File: src/rtl/core/tremolo_lfo_modulator_defines.svh
// Assertion macros shared by the tremolo LFO modulator RTL.
`ifndef TREMOLO_LFO_MODULATOR_DEFINES_SVH
`define TREMOLO_LFO_MODULATOR_DEFINES_SVH

// Same-cycle implication, sampled on clk, off while arst_n is low.
`define TLM_ASSERT_SAME(lbl, ante, cons, msg) \
	lbl: assert property (@(posedge clk) disable iff (!arst_n) (ante) |-> (cons)) \
		else $error(msg);

// Next-cycle implication, sampled on clk, off while arst_n is low.
`define TLM_ASSERT_NEXT(lbl, ante, cons, msg) \
	lbl: assert property (@(posedge clk) disable iff (!arst_n) (ante) |=> (cons)) \
		else $error(msg);

`endif

File: src/rtl/core/tlm_pkg.sv
// Types and constants of the tremolo LFO modulator.
package tlm_pkg;

	localparam int CTRL_W   = 16;
	localparam int SAMPLE_W = 16;
	localparam int STEP_W   = 24;
	localparam int PHASE_W  = 32;
	localparam int AMP_W    = 17;
	localparam int FREQ_W   = 26;
	localparam int QW_AMP   = 16;
	localparam int QW_FREQ  = 26;
	localparam int CFG_IDX_W  = 3;
	localparam int CFG_DATA_W = 24;
	localparam int CHANNELS = 2;

	localparam logic [AMP_W-1:0]  AMP_ONE   = 17'd65536;
	localparam logic [FREQ_W-1:0] FREQ_BASE = 26'(100 * 65536);
	localparam logic [FREQ_W-1:0] FREQ_MIN  = 26'(50 * 65536);
	localparam logic [FREQ_W-1:0] FREQ_MAX  = 26'(1000 * 65536);
	localparam logic [FREQ_W-1:0] FREQ_DROP = 26'(50 * 65536);
	localparam logic [9:0]        FREQ_SPAN_HZ = 10'd900;

	localparam logic [CTRL_W-1:0] RST_RATE_LOW  = 16'd655;
	localparam logic [CTRL_W-1:0] RST_RATE_HIGH = 16'd28836;
	localparam logic [CTRL_W-1:0] RST_GAIN_LOW  = 16'd9861;
	localparam logic [CTRL_W-1:0] RST_GAIN_HIGH = 16'd19661;
	localparam logic [STEP_W-1:0] RST_STEP      = 24'd97392;

	// quarter-wave sine polynomial, Q30, Horner order
	localparam logic signed [31:0] POLY_INIT = 32'sd172272;
	localparam logic signed [31:0] POLY_COEF [4] = '{
		-32'sd5026995, 32'sd85569306, -32'sd693598668, 32'sd1686629713
	};

	typedef enum logic [CFG_IDX_W-1:0] {
		REG_RATE_LOW  = 3'd0,
		REG_RATE_HIGH = 3'd1,
		REG_GAIN_LOW  = 3'd2,
		REG_GAIN_HIGH = 3'd3,
		REG_STEP      = 3'd4
	} cfg_reg_t;

	typedef struct packed {
		logic [CTRL_W-1:0]          rate_reading;
		logic [CTRL_W-1:0]          gain_reading;
		logic signed [SAMPLE_W-1:0] sample_left;
		logic signed [SAMPLE_W-1:0] sample_right;
	} in_word_t;

	typedef struct packed {
		logic signed [SAMPLE_W-1:0] result_left;
		logic signed [SAMPLE_W-1:0] result_right;
	} out_word_t;

endpackage

File: src/rtl/core/tlm_lane.sv
// One channel lane: sample times sine, times amplitude, rounded and saturated.
module tlm_lane (
	input  logic                               clk,
	input  logic                               arst_n,
	input  logic                               start,
	input  logic signed [tlm_pkg::SAMPLE_W-1:0] sample,
	input  logic signed [15:0]                 sine,
	input  logic [tlm_pkg::AMP_W-1:0]          amp,
	output logic                               done,
	output logic signed [tlm_pkg::SAMPLE_W-1:0] result
);
	import tlm_pkg::*;

	logic signed [31:0]       prod_s1;
	logic [AMP_W-1:0]         amp_s1;
	logic signed [49:0]       prod_s2, rnd;
	logic signed [16:0]       y;
	logic signed [SAMPLE_W-1:0] res_s3;
	logic                     valid_s1, valid_s2, done_q;

	always_ff @(posedge clk or negedge arst_n) begin
		if (!arst_n) begin
			valid_s1 <= 1'b0;
			valid_s2 <= 1'b0;
			done_q   <= 1'b0;
		end else begin
			valid_s1 <= start;
			valid_s2 <= valid_s1;
			if (start)
				done_q <= 1'b0;
			else if (valid_s2)
				done_q <= 1'b1;
		end
	end

	assign rnd = prod_s2 + (50'sd1 <<< 32);
	assign y   = 17'(rnd >>> 33);

	always_ff @(posedge clk) begin
		if (start) begin
			prod_s1 <= sample * sine;
			amp_s1  <= amp;
		end
		if (valid_s1)
			prod_s2 <= prod_s1 * $signed({1'b0, amp_s1});
		if (valid_s2) begin
			if (y > 17'sd32767)
				res_s3 <= 16'sh7fff;
			else if (y < -17'sd32768)
				res_s3 <= -16'sh8000;
			else
				res_s3 <= 16'(y);
		end
	end

	assign done   = done_q;
	assign result = res_s3;
endmodule

File: config.mk
export PLATFORM = sky130hd
export DESIGN_NAME = tlm_lane
export DESIGN_NICKNAME = d
export VERILOG_FILES = /design/src/rtl/core/tremolo_lfo_modulator_defines.svh /design/src/rtl/core/tlm_pkg.sv /design/src/rtl/core/tlm_lane.sv
export SDC_FILE = /design/constraint.sdc
export NUM_CORES = 2
export LEC_CHECK = 0
export ABC_AREA = 1
export BUFFER_PORTS_ARGS = -buffer_cell sky130_fd_sc_hd__buf_2
export CAP_MARGIN = 25
export CORE_UTILIZATION = 40
export DETAILED_ROUTE_END_ITERATION = 7
export PLACE_DENSITY_LB_ADDON = 0.3
export SKIP_CTS_REPAIR_TIMING = 1
export SKIP_LAST_GASP = 1
export SLEW_MARGIN = 30
export SYNTH_ARGS = -nofsm -noshare
export SYNTH_HDL_FRONTEND = slang
export SYNTH_SLANG_ARGS = --single-unit
File: constraint.sdc
create_clock -name clk -period 7 [get_ports clk]
set_clock_uncertainty 0.15 [all_clocks]
set_input_delay 1.4 -clock clk [delete_from_list [all_inputs] [get_ports clk]]
set_output_delay 1.4 -clock clk [all_outputs]
set_load 0.01 [all_outputs]
Yosys cells after proc, flatten, opt, wreduce, memory -nomap -nowiden
Index checks and enable logic that the tools add are counted.
- register bits: 118
- output and inout bits: 17
- logic and storage cells: 16
- add/sub/neg operators: 1
- magnitude comparators: 2
- muxes and demuxes: 3
- multipliers: 2
- reductions and logical operators: 1
- operators by type and width (kind ; count):
    $add 50x34->50 const B ; 1
    $mul 32x18->50 ; 1
    $mul 16x16->32 ; 1
    $gt 17x16->1 const B ; 1
    $lt 17x16->1 const B ; 1
    $mux 16 ; 1
    $mux 1 ; 2
    $reduce_bool 2->1 ; 1

Longest topological paths before layout
- word-level depth: 3
- gate-level depth with buffers: 28

Worst setup path before layout
OpenSTA, ideal clock, no wires.
- path kind: input-to-reg
- start point: in sine[5]
- end point: reg prod_s1[30], data pin
- setup time: 0.252 ns
- arrival time: 6.493 ns
- buffers on the path: 2
- path slack: 0.105 ns
- stages on the path: 21
- data required time: 6.598 ns
- cells stage by stage: clkbuf_1 > clkbuf_1 > nand2_1 > fa_1 > inv_1 > fa_1 > fa_1 > fa_1 > fa_1 > inv_1 > fa_1 > inv_1 > ha_1 > nand2_1 > nor2_1 > inv_1 > nor2_1 > nand2_1 > or2_2 > nand3_1 > nand2_1
- cells in the longest elaborated chain, start to end: 1
- ends and longest elaborated chain (item ; line ; text):
    start, declared ; tlm_lane.sv:7 ; input logic signed [15:0] sine,
    $mul 16x16->32 ; tlm_lane.sv:41 ; prod_s1 <= sample * sine;
    end signal, assigned ; tlm_lane.sv:41 ;
    end, declared ; tlm_lane.sv:14 ; logic signed [31:0] prod_s1;
No other way between the ends.
A chain may end at the register's enable or synchronous reset.

Worst setup path after layout
- start point: reg prod_s1[31]
- end point: reg prod_s2[46], data pin
- cells in the longest elaborated chain, start to end: 1
- ends and longest elaborated chain (item ; line ; text):
    $mul 32x18->50 ; tlm_lane.sv:45 ; prod_s2 <= prod_s1 * $signed({1'b0, amp_s1});
    end signal, assigned ; tlm_lane.sv:45 ;
    end, declared ; tlm_lane.sv:16 ; logic signed [49:0] prod_s2, rnd;
No other way between the ends.

==> results.md <==
* Worst endpoint required time at 6.97 ns
* CTS tree: yes
* PortBufs at between 60 and 70
* Detail Route Antenna Nets at 0
* Core area at 0.0840 mm²
* Yosys warns at 0
* Hold_sp: done
* Crit path launch type: flop
* Root Driver: clkbuf_16
* Slew headroom at 0.345
* Main combinational cell family by area after synthesis: adder cells
* Syn_area_per_cell at 7.73 µm²
* Hold endpoint: done
* Number of synthesized register bits at 86
* Most common library cell in the layout ignoring fill and taps: inv_1
* # DRC at 0
* Placed cell area at about 0.036 mm²
* Routability cong. at 0.924
* Post-Synth Simple-Gate Area at 0.162
* Clock Path Buffers at 2
* Final Cycle Share at 0.954
* Max cap viols at 0
* Area leader, netlist: fa_1
* Most frequent cells in the layout: 1,529 x inv_1, 1,142 x nand2_1, 781 x fa_1
* TritonCTS Buffers at 9
* Setup-failing EPs final at 0
* Final core occ at 0.431
* Final cell count without fillers at 5,528
* Mux cell area share after synthesis at 0
* Final WS setup at 0.319 ns
* Pre-Repair DR Iteration Count at 6
* Reg2Reg Capture Point: prod_s2[46]
* Final hold vios at 0
* Compound-cell area share of the yosys netlist at 0.0291
* Final wirelength at 87.0 mm
* Die Ht at 294 µm
* Fin. max-slew vios at 0
* Synth Instances at 4,405
* Unique masters post-synth at 36
* Fill cells at 8,546
* Drt wl/cell at 15.7 µm
* GR Overflow Total at 0
* Worst Hold Path Cells at 2
* Worst min path class: flop to flop
* Worst EP arrival at between 6 and 7 ns
* Xor/xnor share of the synthesized area at 0.0133
* Via density at 4.66
* Crit path max fanout at 10
* CTS Sinks at 86
* Largest net degree at the start of global routing at 52
* H-tree depth at 3
* Post-synth top area share at 0.459
* Sequential area share after synthesis at 0.0754
* P&R area growth vs syn at 6.16%
* Kind of critical path: flop to flop
* Worst-Margin Slew at 0.983 ns
* Cell Rows at 106
* Share of post-route cells with drive strength above 1 at 0.0421
* Antenna violations before repair at 4
* Number of global-route vias before repair at 28,200
* Final-stage net count at 5,418
* Clk pin slew, worst setup/hold paths at 0.07 ns
* Number of flops mapped to enable cells by yosys at 83
* CP endpoint kind: flop
* R2R Setup Slk at between 0.3 and 0.4 ns
* RSZ-0062 raised after global routing: no
* First-pass GRT wire length at 147 mm
* Place WS at -0.0565 ns
* Vias at 25,700
* Worst-Skew Late Latency at 0.39 ns
* Total GRT Usage at 0.215
* Outcome: complete, no violations
* Post-DP HPWL at 74.2 mm
* Fmax at 150 MHz
* Post-Synth Adder-Cell Area at 0.532
* R2r worst-path depth at 20
* Register area at 0.00257 mm²
* Design area at 0.0362 mm²
* Synth area leaders: fa_1 46%, inv_1 17%, nand2_1 13%
* Primary FF master, synth: edfxtp_1
* Synth async-reset ratio at 0.0349
* Cells after DPL at 5,510
* Syn Std Cell Area at 0.0341 mm²
* Die area at approximately 0.086 mm²
* Multi-input logic area at 0.0251 mm²
* Reg2Reg Launch Point: prod_s1[31]
* Post-synth net total at 5,436
* Die Wd at 294 µm
* Io pins at 69
* Min Tclk post-route at between 6 and 7 ns
* Initial Util at 0.406
* Drt initial violations at 1,417
Yosys cell counts, drive strengths merged (29+ instances only):
cell type and instances:
inv 1530, nand2 1143, fa 781, ha 198, clkbuf 170, nor2 134
a21oi 89, edfxtp 83, o21ai 66, nand3 63, xor2 36, nand4 29
final cells by class:
cell class	count	area share
inverters	1530	0.159
diodes	2	0.000138
clock buffers	9	0.00623
well taps	1134	0.0392
clock inverters	7	0.00201
flip-flops and latches	86	0.0710
repair buffers	145	0.0289
multi-input cells	2615	0.694
logic make-up after synthesis:
family,count (synthesis)
adders and majority gates,979
and+or+nand+nor,1406
AOI/OAI and AO/OA,179
DFF,86
buffers and inverters,1704
xor gates and xnor gates,51
flip-flops by register name, indices dropped and copies added (netlist names):
name	cells
prod_s1	32
prod_s2	18
amp_s1	17
result	16
done	1
valid_s1	1
valid_s2	1
stage by stage:
step	setup TNS [ns]	hold WS, ns
floorplan	0	0.375
global placement	-0.133	0.322
detailed placement	-0.162	0.334
CTS	0	0.350
global route	0	0.365
finish	0	0.345
how the worst max path moves through the flow:
stage                            from          end  slack (ns)  cells after the start
final                     prod_s1[31]  prod_s2[46]        0.32                     20
after floorplan               sine[5]  prod_s1[30]        0.10                     21
after detailed placement   sample[15]  prod_s1[18]       -0.06                     20
after global routing      prod_s1[31]  prod_s2[46]       0.009                     20
after CTS                  sample[15]  prod_s1[18]        0.36                     20
after global placement     sample[15]  prod_s1[21]       -0.06                     17
metal layers:
layer  global-route usage  up-vias  share of wire
met5                    0        -        0.00051
li1                     -    12100              -
met2                0.376      542           0.49
met3               0.0239       91          0.046
met4               0.0506        6          0.019
met1                0.284    13000           0.44
critical path, cell delays in order, from the launching register on:
cell      delay [ns]
edfxtp_1        0.69
nand2_1         0.19
fa_1            0.67
inv_1           0.15
fa_1            0.91
inv_1           0.14
fa_1            0.51
fa_1            0.58
fa_1            0.43
fa_1            0.49
inv_1           0.04
ha_1            0.36
nand2_1         0.12
nor2_1          0.17
inv_1           0.05
nor2_1          0.17
nand2_1         0.10
nor3_1          0.14
nand2_1         0.15
nand4_1         0.13
nand2_1         0.08
Power is not shown: default switching activity piles up to over one toggle a cycle in this logic, so the estimate is an artifact.
