==> src/rtl/core/tremolo_lfo_modulator_defines.svh <==
// Assertion macros shared by the tremolo LFO modulator RTL.
`ifndef TREMOLO_LFO_MODULATOR_DEFINES_SVH
`define TREMOLO_LFO_MODULATOR_DEFINES_SVH

// Same-cycle implication, sampled on clk, off while arst_n is low.
`define TLM_ASSERT_SAME(lbl, ante, cons, msg) \
	lbl: assert property (@(posedge clk) disable iff (!arst_n) (ante) |-> (cons)) \
		else $error(msg);

// Next-cycle implication, sampled on clk, off while arst_n is low.
`define TLM_ASSERT_NEXT(lbl, ante, cons, msg) \
	lbl: assert property (@(posedge clk) disable iff (!arst_n) (ante) |=> (cons)) \
		else $error(msg);

`endif

==> src/rtl/core/tlm_div.sv <==
// Restoring divider, two quotient bits per cycle, dividend top part below divisor.
`include "tremolo_lfo_modulator_defines.svh"
module tlm_div #(
	parameter int QW = 16,
	parameter int DW = 16
) (
	input  logic             clk,
	input  logic             arst_n,
	input  logic             start,
	input  logic [DW+QW-1:0] dividend,
	input  logic [DW-1:0]    divisor,
	output logic             done,
	output logic [QW-1:0]    quotient
);
	localparam int STEPS = QW / 2;
	localparam int CNT_W = $clog2(STEPS + 1);

	logic [DW-1:0]    rem_q, den_q, rem_nx;
	logic [QW-1:0]    sh_q, sh_nx;
	logic [CNT_W-1:0] cnt_q;
	logic             busy_q, done_q;

	always_comb begin
		logic [DW:0] t;
		rem_nx = rem_q;
		sh_nx  = sh_q;
		for (int k = 0; k < 2; k++) begin
			t     = {rem_nx, sh_nx[QW-1]};
			sh_nx = {sh_nx[QW-2:0], 1'b0};
			if (t >= {1'b0, den_q}) begin
				rem_nx   = DW'(t - {1'b0, den_q});
				sh_nx[0] = 1'b1;
			end else begin
				rem_nx = t[DW-1:0];
			end
		end
	end

	always_ff @(posedge clk or negedge arst_n) begin
		if (!arst_n) begin
			busy_q <= 1'b0;
			done_q <= 1'b0;
			cnt_q  <= '0;
		end else if (start) begin
			busy_q <= 1'b1;
			done_q <= 1'b0;
			cnt_q  <= '0;
		end else if (busy_q) begin
			cnt_q <= cnt_q + 1'b1;
			if (cnt_q == CNT_W'(STEPS - 1)) begin
				busy_q <= 1'b0;
				done_q <= 1'b1;
			end
		end
	end

	always_ff @(posedge clk) begin
		if (start) begin
			rem_q <= dividend[DW+QW-1:QW];
			sh_q  <= dividend[QW-1:0];
			den_q <= divisor;
		end else if (busy_q) begin
			rem_q <= rem_nx;
			sh_q  <= sh_nx;
		end
	end

	assign done     = done_q;
	assign quotient = sh_q;

	`TLM_ASSERT_NEXT(a_div_start_clears, start, !done_q, "divider done survived a start")
	`TLM_ASSERT_SAME(a_div_busy_excl, busy_q, !done_q, "divider busy and done together")
	`TLM_ASSERT_NEXT(a_div_hold, done_q && !start, done_q && $stable(sh_q),
		"divider quotient moved after done")
endmodule

==> config.mk <==
export PLATFORM = sky130hd
export DESIGN_NAME = tlm_div
export DESIGN_NICKNAME = d
export VERILOG_FILES = /design/src/rtl/core/tlm_div.sv
export VERILOG_INCLUDE_DIRS = /design/src /design/src/rtl/core
export SDC_FILE = /design/constraint.sdc
export NUM_CORES = 1
export LEC_CHECK = 0
export ABC_AREA = 1
export BUFFER_PORTS_ARGS = -buffer_cell sky130_fd_sc_hd__buf_2
export CORE_MARGIN = 10
export CORE_UTILIZATION = 40
export CTS_BUF_LIST = sky130_fd_sc_hd__clkbuf_8
export DETAILED_ROUTE_END_ITERATION = 16
export PLACE_DENSITY = 0.74
export SLEW_MARGIN = 30
export SYNTH_ARGS = -nofsm -noshare
export SYNTH_HDL_FRONTEND = slang
export SYNTH_SLANG_ARGS = --single-unit
==> constraint.sdc <==
create_clock -name clk -period 3.55 [get_ports clk]
set_input_delay 0.5325 -clock clk [delete_from_list [all_inputs] [get_ports clk]]
set_output_delay 0.5325 -clock clk [all_outputs]
set_load 0.02 [all_outputs]
# Word level (Yosys, flattened, before mapping)

Index checks and enable logic that the tools add are counted.

$add $sub $neg: 3
Order comparisons: 2
Eq/ne operators: 1
Multiplexer cells: 16
Reductions and logical operators: 3

Operator list:

| operator              | count |
|---|---|
| $mux W16              | 6 |
| $ge A17 B16 Y1        | 2 |
| $sub A16 B16 Y16      | 2 |
| $mux W1               | 8 |
| $mux W4               | 2 |
| $add A4 B1 Y4 const B | 1 |
| $eq A4 B3 Y1 const B  | 1 |
| $reduce_bool A2 Y1    | 2 |
| $reduce_and A2 Y1     | 1 |

Register bits after elaboration: 54
Input bits: 51
Output and inout port bits: 17

# Longest topological paths before layout

Gate-level depths: netlist of run 1.

Depth after elaboration: 6
Depth in mapped cells: 28
Mapped depth without buffers: 27

# Worst setup path after synthesis of run 1

OpenSTA, ideal clock, no wires.

Path type: register to register
Start: register sh_q[15], in the netlist quotient[15]
End: register rem_q[13], data pin
Setup time: 0.253 ns
Arrival time: 3.243 ns
Data required time: 3.297 ns
Path slack: 0.054 ns
Stages on the path, launching flop included: 23
Path buffers: 1
Cells stage by stage: edfxtp_1 > inv_1 > ha_1 > inv_1 > fa_1 > nand3_1 > nand2_1 > a21oi_1 > xor2_1 > nand2_1 > nand2_1 > inv_1 > ha_1 > nand2_1 > nor2_1 > and2_1 > a21oi_1 > nand2_4 > nor2_8 > buf_12 > nand3_2 > nand3_1 > nand2_1

Cells in the longest elaborated chain, start to end: 6

Ends and longest elaborated chain:

| element                                                   | line                         | text |
|---|---|---|
| start, declared                                           | tlm_div.sv:19                | `logic [QW-1:0] sh_q, sh_nx;` |
| start signal, assigned                                    | tlm_div.sv:60                | `sh_q <= dividend[QW-1:0];` |
| start signal, assigned                                    | tlm_div.sv:64                | `sh_q <= sh_nx;` |
| $sub A16 B16 Y16 / $ge A17 B16 Y1 (equally long branches) | tlm_div.sv:31, tlm_div.sv:30 |  |
| $mux W16 *                                                | tlm_div.sv:30                | `if (t >= {1'b0, den_q}) begin` |
| $sub A16 B16 Y16 / $ge A17 B16 Y1 (equally long branches) | tlm_div.sv:31, tlm_div.sv:30 |  |
| $mux W16 *                                                | tlm_div.sv:30                |  |
| $mux W16 *                                                | tlm_div.sv:62                | `end else if (busy_q) begin` |
| $mux W16 *                                                | tlm_div.sv:58                | `if (start) begin` |
| end signal, assigned                                      | tlm_div.sv:59                | `rem_q <= dividend[DW+QW-1:QW];` |
| end signal, assigned                                      | tlm_div.sv:63                | `rem_q <= rem_nx;` |
| end, declared                                             | tlm_div.sv:18                | `logic [DW-1:0] rem_q, den_q, rem_nx;` |

Every way passes the cells marked *; elsewhere a longest branch is shown, timed or not. The select of a mux whose other input is x is not followed.
A chain may end at the register's enable or synchronous reset.

# Final worst setup path of run 1

Start: register den_q[12]
End: register rem_q[2], data pin

Cells in the longest elaborated chain, start to end: 6

Ends and longest elaborated chain:

| element                                                   | line                         | text |
|---|---|---|
| start, declared                                           | tlm_div.sv:18                |  |
| start signal, assigned                                    | tlm_div.sv:61                | `den_q <= divisor;` |
| $ge A17 B16 Y1 / $sub A16 B16 Y16 (equally long branches) | tlm_div.sv:30, tlm_div.sv:31 |  |
| $mux W16                                                  | tlm_div.sv:30                |  |
| $sub A16 B16 Y16 / $ge A17 B16 Y1 (equally long branches) | tlm_div.sv:31, tlm_div.sv:30 |  |
| $mux W16 *                                                | tlm_div.sv:30                |  |
| $mux W16 *                                                | tlm_div.sv:62                |  |
| $mux W16 *                                                | tlm_div.sv:58                |  |

Marks and branches as above.

==> results of run 1 <==
[registers in the layout (all words and copies together) (netlist names)]
| register | cells |
|---|---|
| den_q | 16 |
| quotient | 16 |
| rem_q | 16 |
| cnt_q | 4 |
| busy_q | 1 |
| done | 1 |
[cells in the mapped netlist (9+ instances only)]
cell,n
a21oi_1,29
nand2_2,12
inv_1,87
nand3_2,14
nand2_1,212
edfxtp_1,48
ha_1,33
nor2_1,27
xor2_1,9
o21ai_0,10
nand3_1,45
xnor2_1,12
[repair_timing]
item | 4_1_cts | 5_1_grt
resized for setup | 25 | 173
endpoints found under the setup margin | 17 | 17
cloned | 1 | 5
pin swaps | 6 | 73
setup buffers | 3 | 28
[critical path, stage by stage, from the launching register on]
cell       delay, ps
edfxtp_1         390
inv_2            110
ha_4             230
nand2_2           70
nand2_2           60
o21bai_4         170
nand2_2          110
inv_2             60
nor2_4           230
buf_12           150
nand2_8           80
buf_4            150
nand2_1           90
nand2_2           80
inv_2             80
ha_4             220
nand2_4           90
nor2_4            50
and2_4           170
a21oi_4          180
nand2_4          110
nor2_8           160
clkbuf_16        170
nand3_1           80
nand3_1          120
nand2_1           80
[stage by stage]
step / instances / hold WS, ps
after floorplan: 614 / 237
after detailed placement: 906 / 368
after CTS: 918 / 19.1
after global placement: 906 / 366
after global routing: 951 / 9.79
final: 951 / 12.0
[worst max-delay path by stage]
stage,from,end,slack [ps],cells after the start
final,den_q[12],rem_q[2],-170,25
after detailed placement,rem_q[14],rem_q[0],-180,22
after floorplan,quotient[15],rem_q[13],50,22
after global routing,den_q[12],rem_q[2],-220,25
after CTS,rem_q[7],rem_q[15],-5,21
after global placement,rem_q[14],rem_q[4],-50,22
[routing by layer]
metal | vias to the layer above | GRT usage | share of wire
li1 | 2362 | - | -
met1 | 2384 | 0.198 | 0.37
met2 | 302 | 0.281 | 0.49
met3 | 85 | 0.0321 | 0.080
met4 | 0 | 0.0596 | 0.054
met5 | - | 0 | 0
[logic make-up (layout without fill, tap and decap cells)]
family,Yosys count,in the layout,share of synthesized area
AO/OA/AOI/OAI,56,56,0.0671
XOR/XNOR,21,21,0.0402
adder cells (fa/ha/maj),35,35,0.0991
buffers and inverters,109,302,0.0985
flip-flops,54,54,0.348
AND/OR/NAND/NOR,339,343,0.347
[placed cells by master, fill, tap and decap left out, types with 2 or more instances in the layout]
cell type	Yosys	layout
buf_2	2	67
clkbuf_16	0	2
xor2_1	9	9
nor3_1	4	3
o21ai_4	0	9
nand3b_1	2	2
nor2_8	2	2
nand3_2	14	22
edfxtp_1	48	48
nand2_8	0	4
nor2_4	3	7
inv_2	7	34
nand2_2	12	55
inv_1	87	61
ha_4	0	29
buf_6	1	7
clkbuf_8	0	6
buf_4	3	114
nand2_4	3	6
nor2_2	7	10
nand4_1	5	5
o21ai_0	10	8
nand3_1	45	34
fa_2	0	2
nand3_4	1	5
buf_12	1	6
a21o_1	2	2
buf_8	0	2
a31oi_1	2	2
a21oi_1	29	16
a21oi_2	1	9
xnor2_1	12	11
inv_4	1	2
nor2_1	27	20
a21oi_4	0	5
o21ai_1	7	2
dfrtp_1	6	6
ha_1	33	4
nand2_1	212	165
[cell type report]
class                   count  area, um2  share of cell area
clock buffers               6       82.6              0.0116
clock inverters             2       8.76             0.00123
inverters                  96        365              0.0512
multi-input cells         455       3450               0.483
flip-flops and latches     54       1590               0.223
well taps                 140        175              0.0245
repair buffers            198       1470               0.206
==> impl_metrics.yaml, run 1 <==
route:
  postRouteAntennaNets: 0
  vias: 5133
  routed_wl_mm: 17.7
  route.detailed.drc: 0
  viasPerCell: 5.40
  wl_per_cell_um: 18.6
  firstDrtPassIters: 7
  dr.first_iter.drc_count: 479
synthesis:
  netlist.area_leader.share: 0.315
  ys_ff_latch: 54
  ys_seq_area_frac: 0.348
  yosys_warnings: 0
  syn-mean-instance-area_um2: 7.44
  yosysUniqueCellTypes: 41
  synth_flop_cell: "edfxtp_1"
  syn-num-nets: 700
  mappedNetlistArea_mm2: 0.00457
  ys_top_cells_by_area: "edfxtp_1 32%, nand2_1 17%, ha_1 9.0%, inv_1 7.1%, nand3_1 4.9%"
  synth-edff-count: 48
  synth_top_area_cell: "edfxtp_1"
  synth_cells: 614
  synthArstFlopShare: 0.111
timing:
  finalSetupViolCount: 15
  finalWorstPathRequiredPeriod_ps: 3720
  rsz0062_at_grt: "true"
  finalCritPeriodShare: 1.05
  fin_tns_setup_ps: -1230
  hold_viol_final: 0
  fmax_ghz: 0.269
  worst_pin_slew_ps: 834
  final-max-slew-violation-count: 0
  slew_headroom: 0.443
  setup_ws_ps: -168
  finalClockSkew_ps: 21.5
floorplan:
  row_count: 38
  fp.dieW_um: 127
  start_util: 0.414
  die-area_mm2: 0.0161
  core-area_mm2: 0.0110
  io_pins: 68
  die_h_um: 127
place:
  postPlaceCellArea_mm2: 0.00577
  port_buffers: 67
  post-place-ws_ps: -176
  place.gp.congestion: 0.984
  dpl.hpwl_mm: 10.4
finish:
  fin_nets: 896
  nFillCells: 797
  syn2layout_area_growth_pct: 56.2
  diodes: 0
  drive_gt1_frac: 0.507
  finalInstanceArea_mm2: 0.00714
  post-route-util: 0.647
critical_path:
  cp-start-kind: "flip-flop"
  r2r_cells: 25
  r2r_start: "den_q[12]"
  critPathMaxFanout: 6
  cp.required_ps: 3650
  worst-setup-path-type: "flip-flop to flip-flop"
  regToRegEndpoint: "rem_q[2]"
  ff2ff_setup_slack_ps: -170
  cp-end-kind: "flip-flop"
  arrival_ps: 3820
clock_tree:
  clock_path_buffers: 2
  clock_sinks: 54
  ctsHoldBuffers: 0
  cts_root_buf: "clkbuf_8"
  numCtsBuffers: 5
  clk_latency_ps: 340
  cts_tree: "built"
  clk_pin_slew_ps: 110
  htreeDepth: 2
hold_path:
  hold_path.class: "input port to async pin"
run_status:
  failed_checks: "negative setup slack"
  status: "finished, violations left"
grt:
  grt_usage: 0.164
  grt_max_degree: 52
  overflow: 0
  grt_antenna_before_repair: 0
  grt_pass1_wl_mm: 22.2
  grt_pass1_vias: 4716
run:
  cap_violations: 0
Power of run 1 is left out: the tool's default activity adds up to more than one toggle a clock period on the data nets, which glitch-free logic cannot reach.
==> run 2: changes to the inputs <==
BUFFER_PORTS_ARGS = unset   (was -buffer_cell sky130_fd_sc_hd__buf_2)
DONT_BUFFER_PORTS = 1   (was unset)
PLACE_DENSITY = 0.68   (was 0.74)
SLEW_MARGIN = 20   (was 30)
==> run 2 against run 1 <==
  * The flow still finishes with violations (negative setup slack)
  * Global-route usage increased by 0.91 points
  * Clock skew shrank 6.1 ps
  * Via count fell by 6.4%
  * Clock-buffer cell count decreased by 1
  * Die area unchanged
  * Critical endpoint is now rem_q[10]
  * Largest cell class unchanged
==> impl_metrics.yaml, run 2 (same netlist as run 1, synthesis figures left out) <==
critical_path:
  worst-setup-path-type: "flip-flop to flip-flop"
  cp.required_ps: 3640
  max_stage_delay_ps: 480
  path_depth: 25
  cp-start-kind: "flip-flop"
  arrival_ps: 3680
  cp_num_buf_inv: 5
  critPathMaxFanout: 7
  cpMaxStageDelayCell: "edfxtp_1"
  r2r_cells: 25
  crit_family: "simple AND/OR/NAND/NOR gates"
  cp-end-kind: "flip-flop"
  cp_common_cell: "nand2_2"
grt:
  overflow: 0
  grt_pass1_wl_mm: 22.8
  grt_usage: 0.173
  grt_max_degree: 53
  grt_pass1_vias: 4593
  grt_antenna_before_repair: 1
run_status:
  status: "finished, violations left"
  failed_checks: "negative setup slack"
clock_tree:
  htreeDepth: 2
  clock_path_buffers: 2
  clk_pin_slew_ps: 110
  cts_root_buf: "clkbuf_8"
  numCtsBuffers: 5
  clock_sinks: 54
  clk_latency_ps: 330
  cts_tree: "built"
timing:
  slew_headroom: 0.637
  fin_tns_setup_ps: -67.7
  finalSetupViolCount: 2
  hold_viol_final: 0
  final-max-slew-violation-count: 0
  worst_pin_slew_ps: 544
  finalWorstPathRequiredPeriod_ps: 3590
  fmax_ghz: 0.279
  hold-worst-slack_ps: 287
  finalClockSkew_ps: 15.4
  finalCritPeriodShare: 1.01
  setup_ws_ps: -35.1
  rsz0062_at_grt: "true"
finish:
  ff_latch_area_mm2: 0.00159
  layout_commonest_cell: "nand2_1"
  final_cell_mix: "169 x nand2_1, 130 x buf_4, 63 x inv_1"
  fin_nets: 840
  multi_input_area_mm2: 0.00344
  syn2layout_area_growth_pct: 49.0
  nFillCells: 863
  drive_gt1_frac: 0.466
run:
  cap_violations: 0
hold_path:
  hold_path.class: "input port to flip-flop"
  hold_depth: 0
floorplan:
  core-area_mm2: 0.0110
  fp.dieW_um: 127
  die_h_um: 127
  io_pins: 68
  start_util: 0.414
  row_count: 38
  die-area_mm2: 0.0161
route:
  viasPerCell: 5.36
  route.detailed.drc: 0
  firstDrtPassIters: 5
  dr.first_iter.drc_count: 361
  postRouteAntennaNets: 0
  wl_per_cell_um: 18.5
  vias: 4807
  routed_wl_mm: 16.6
place:
  dpl.hpwl_mm: 11.0
  port_buffers: 0
  place.gp.congestion: 0.923
run 2: changes by cell type in the layout (fill, tap and decap cells not counted), sizes merged:
| cell | delta |
|---|---|
| buf | -55 |
| clkbuf | -3 |
| bufinv | +1 |
| diode | +1 |
| dlygate4sd3 | +1 |
run 2: cell type report:
| type | instances | area share |
|---|---|---|
| Timing Repair Buffer | 142 | 0.167 |
| Tap cell | 140 | 0.0257 |
| Clock buffer | 5 | 0.0101 |
| Inverter | 96 | 0.0535 |
| Antenna cell | 1 | 0.000367 |
| Multi-Input combinational cell | 455 | 0.504 |
| Sequential cell | 54 | 0.234 |
| Clock inverter | 3 | 0.00551 |
run 2: worst reg2reg max path, cell delays in order (launching register included):
cell and delay (ps):
edfxtp_1 480, ha_4 310, nand2_2 70, nand2_2 60
inv_1 70, nand2_1 60, nand2_2 70, nand3_2 90
nand2_4 120, buf_6 110, inv_4 30, nor2_8 120
nand2_1 110, nand2_2 100, inv_1 70, ha_4 220
buf_4 150, a21oi_2 130, nand2_1 110, a21oi_2 150
nor2_1 70, nor2_1 170, xor2_1 260, nand2_2 80
nand3_2 70, nand2_1 50
run 2: metal layers:
| metal | share of wire | global-route usage | routed length, um | vias up |
|---|---|---|---|---|
| met3 | 0.067 | 0.0317 | 1110 | 68 |
| met4 | 0.056 | 0.0737 | 928 | 0 |
| met1 | 0.38 | 0.192 | 6290 | 2279 |
| met2 | 0.50 | 0.313 | 8240 | 211 |
| li1 | - | - | - | 2249 |
| met5 | 0 | 0 | 0 | - |
run 2: repair_timing:
action | in CTS | in global routing
buffers inserted | 10 | 35
hold buffers | 1 | 0
gates resized for setup | 41 | 152
endpoints found under the setup margin | 17 | 17
hold endpoints to repair | 6 | 0
pin swaps | 14 | 89
gates cloned | 2 | 2
run 2: path summary, 6_finish.rpt:
kind / endpoint / slack (ps) / from
setup / recovery: rem_q[10] / -40 / rem_q[3]
hold reg to reg: cnt_q[3] / 510 / cnt_q[3]
min in group asynchronous: busy_q / 510 / arst_n
max in group asynchronous: cnt_q[0] / 2840 / arst_n
setup reg to reg: rem_q[10] / -40 / rem_q[3]
hold / removal: den_q[8] / 290 / divisor[8]
run 2: through the flow:
step	utilization	std cells	setup WS [ps]	instance area, um2
after CTS	0.533	860	1.19	5880
after global routing	0.617	895	-162	6810
after global placement	0.489	839	-180	5400
after floorplan	-	614	53.6	4570
after detailed placement	0.489	839	-249	5400
final	0.618	896	-35.1	6810
Power of run 2 is left out for the same reason.
==> run 3: changes to the inputs <==
CORE_MARGIN = unset   (was 10)
==> run 3 against run 2 <==
  * The run still ends with negative setup slack left
  * Hold slack improved by 5.6 ps
  * Routed wire length fell by 4.3%
  * Critical path depth fell by 2
  * Fmax rose by 0.23%
  * Via count fell by 0.50%
  * Setup slack improved by 8.3 ps
  * Largest cell class unchanged
==> impl_metrics.yaml, run 3 (same netlist as run 1, synthesis figures left out) <==
clock_tree:
  numCtsBuffers: 5
  clock_sinks: 54
  clk_pin_slew_ps: 90
  htreeDepth: 2
  cts_root_buf: "clkbuf_8"
  clk_latency_ps: 330
  clock_path_buffers: 2
  cts_tree: "built"
floorplan:
  io_pins: 68
  start_util: 0.416
  die-area_mm2: 0.0119
  row_count: 38
  fp.dieW_um: 109
  core-area_mm2: 0.0110
  die_h_um: 109
timing:
  hold_viol_final: 0
  finalSetupViolCount: 2
  fmax_ghz: 0.280
  finalCritPeriodShare: 1.01
  finalClockSkew_ps: 13.1
  rsz0062_at_grt: "true"
  final-max-slew-violation-count: 0
  setup_ws_ps: -26.8
  slew_headroom: 0.574
  fin_tns_setup_ps: -41.6
  finalWorstPathRequiredPeriod_ps: 3580
  worst_pin_slew_ps: 638
finish:
  instances_no_fill: 894
  diodes: 0
  fin_nets: 839
  drive_gt1_frac: 0.464
  final_cell_mix: "164 x nand2_1, 127 x buf_4, 69 x inv_1"
  syn2layout_area_growth_pct: 47.8
  finalInstanceArea_mm2: 0.00676
  nFillCells: 841
  layout_commonest_cell: "nand2_1"
route:
  vias: 4783
  wl_per_cell_um: 17.7
  postRouteAntennaNets: 0
  firstDrtPassIters: 5
  viasPerCell: 5.35
  routed_wl_mm: 15.8
  dr.first_iter.drc_count: 352
  route.detailed.drc: 0
critical_path:
  cpMaxStageDelayCell: "edfxtp_1"
  crit_family: "simple AND/OR/NAND/NOR gates"
  critPathMaxFanout: 6
  worst-setup-path-type: "flip-flop to flip-flop"
  max_stage_delay_ps: 440
  crit_chain: "ha_4, buf_4, nand2_1, nor2_2, inv_2, nor2_2, nand2_4, buf_12, nand2_8, buf_6, nand2_2, o21ai_4, inv_2, fa_2, nand3_2, nand2_4, a21oi_2, nor2_1, nor2_1, xor2_1, nand2_1, nand3_2, nand2_1"
  arrival_ps: 3660
  cp-end-kind: "flip-flop"
  cp_common_cell: "nand2_1"
  cp_num_buf_inv: 5
  cp-start-kind: "flip-flop"
  cp.required_ps: 3640
grt:
  grt_pass1_wl_mm: 21.8
  grt_antenna_before_repair: 0
  grt_pass1_vias: 4532
  grt_usage: 0.243
  grt_max_degree: 53
  overflow: 0
run_status:
  failed_checks: "negative setup slack"
  status: "finished, violations left"
place:
  postPlaceCellArea_mm2: 0.00542
  dp_cells: 840
  port_buffers: 0
  dpl.hpwl_mm: 10.3
  place.gp.congestion: 0.983
  post-place-ws_ps: -297
run:
  cap_violations: 0
hold_path:
  hold_path.class: "input port to flip-flop"
## run 3: cell type report
type                            count  area, um2  share of cell area
Sequential cell                    54       1590               0.236
Multi-Input combinational cell    455       3380               0.500
Timing Repair Buffer              141       1160               0.172
Tap cell                          140        175              0.0259
Clock inverter                      3       12.5             0.00185
Inverter                           96        365              0.0541
Clock buffer                        5       68.8              0.0102
## run 3: final timing paths
| check | from | end | slack, ps | cells after the start |
|---|---|---|---|---|
| min in group asynchronous | arst_n | cnt_q[1] | 510 | 1 |
| setup / recovery | rem_q[9] | rem_q[10] | -30 | 23 |
| hold / removal | start | done | 290 | 1 |
| max in group asynchronous | arst_n | busy_q | 2840 | 1 |
| hold reg to reg | cnt_q[3] | cnt_q[3] | 520 | 1 |
| setup reg to reg | rem_q[9] | rem_q[10] | -30 | 23 |
## run 3: layer usage
metal / vias to the layer above / track usage / wire length [um]
met4: 0 / 0.134 / 835
met1: 2270 / 0.288 / 6150
li1: 2248 / - / -
met2: 207 / 0.422 / 8010
met5: - / 0 / 0
met3: 58 / 0.0341 / 852
## run 3: repair_timing
| action | in CTS | in global routing |
|---|---|---|
| setup buffers | 13 | 27 |
| setup endpoints to repair | 17 | 17 |
| gates resized for setup | 47 | 133 |
| pin swaps | 8 | 59 |
| endpoints found under the hold margin | 6 | 0 |
| hold buffers | 1 | 0 |
| cloned | 3 | 2 |
## run 3: per-stage QoR
step / hold WS (ps) / util
final: 292 / 0.615
after global routing: 277 / 0.615
after CTS: 272 / 0.542
after detailed placement: 237 / 0.493
after global placement: 237 / 0.493
after floorplan: 237 / -
Power of run 3 is left out for the same reason.
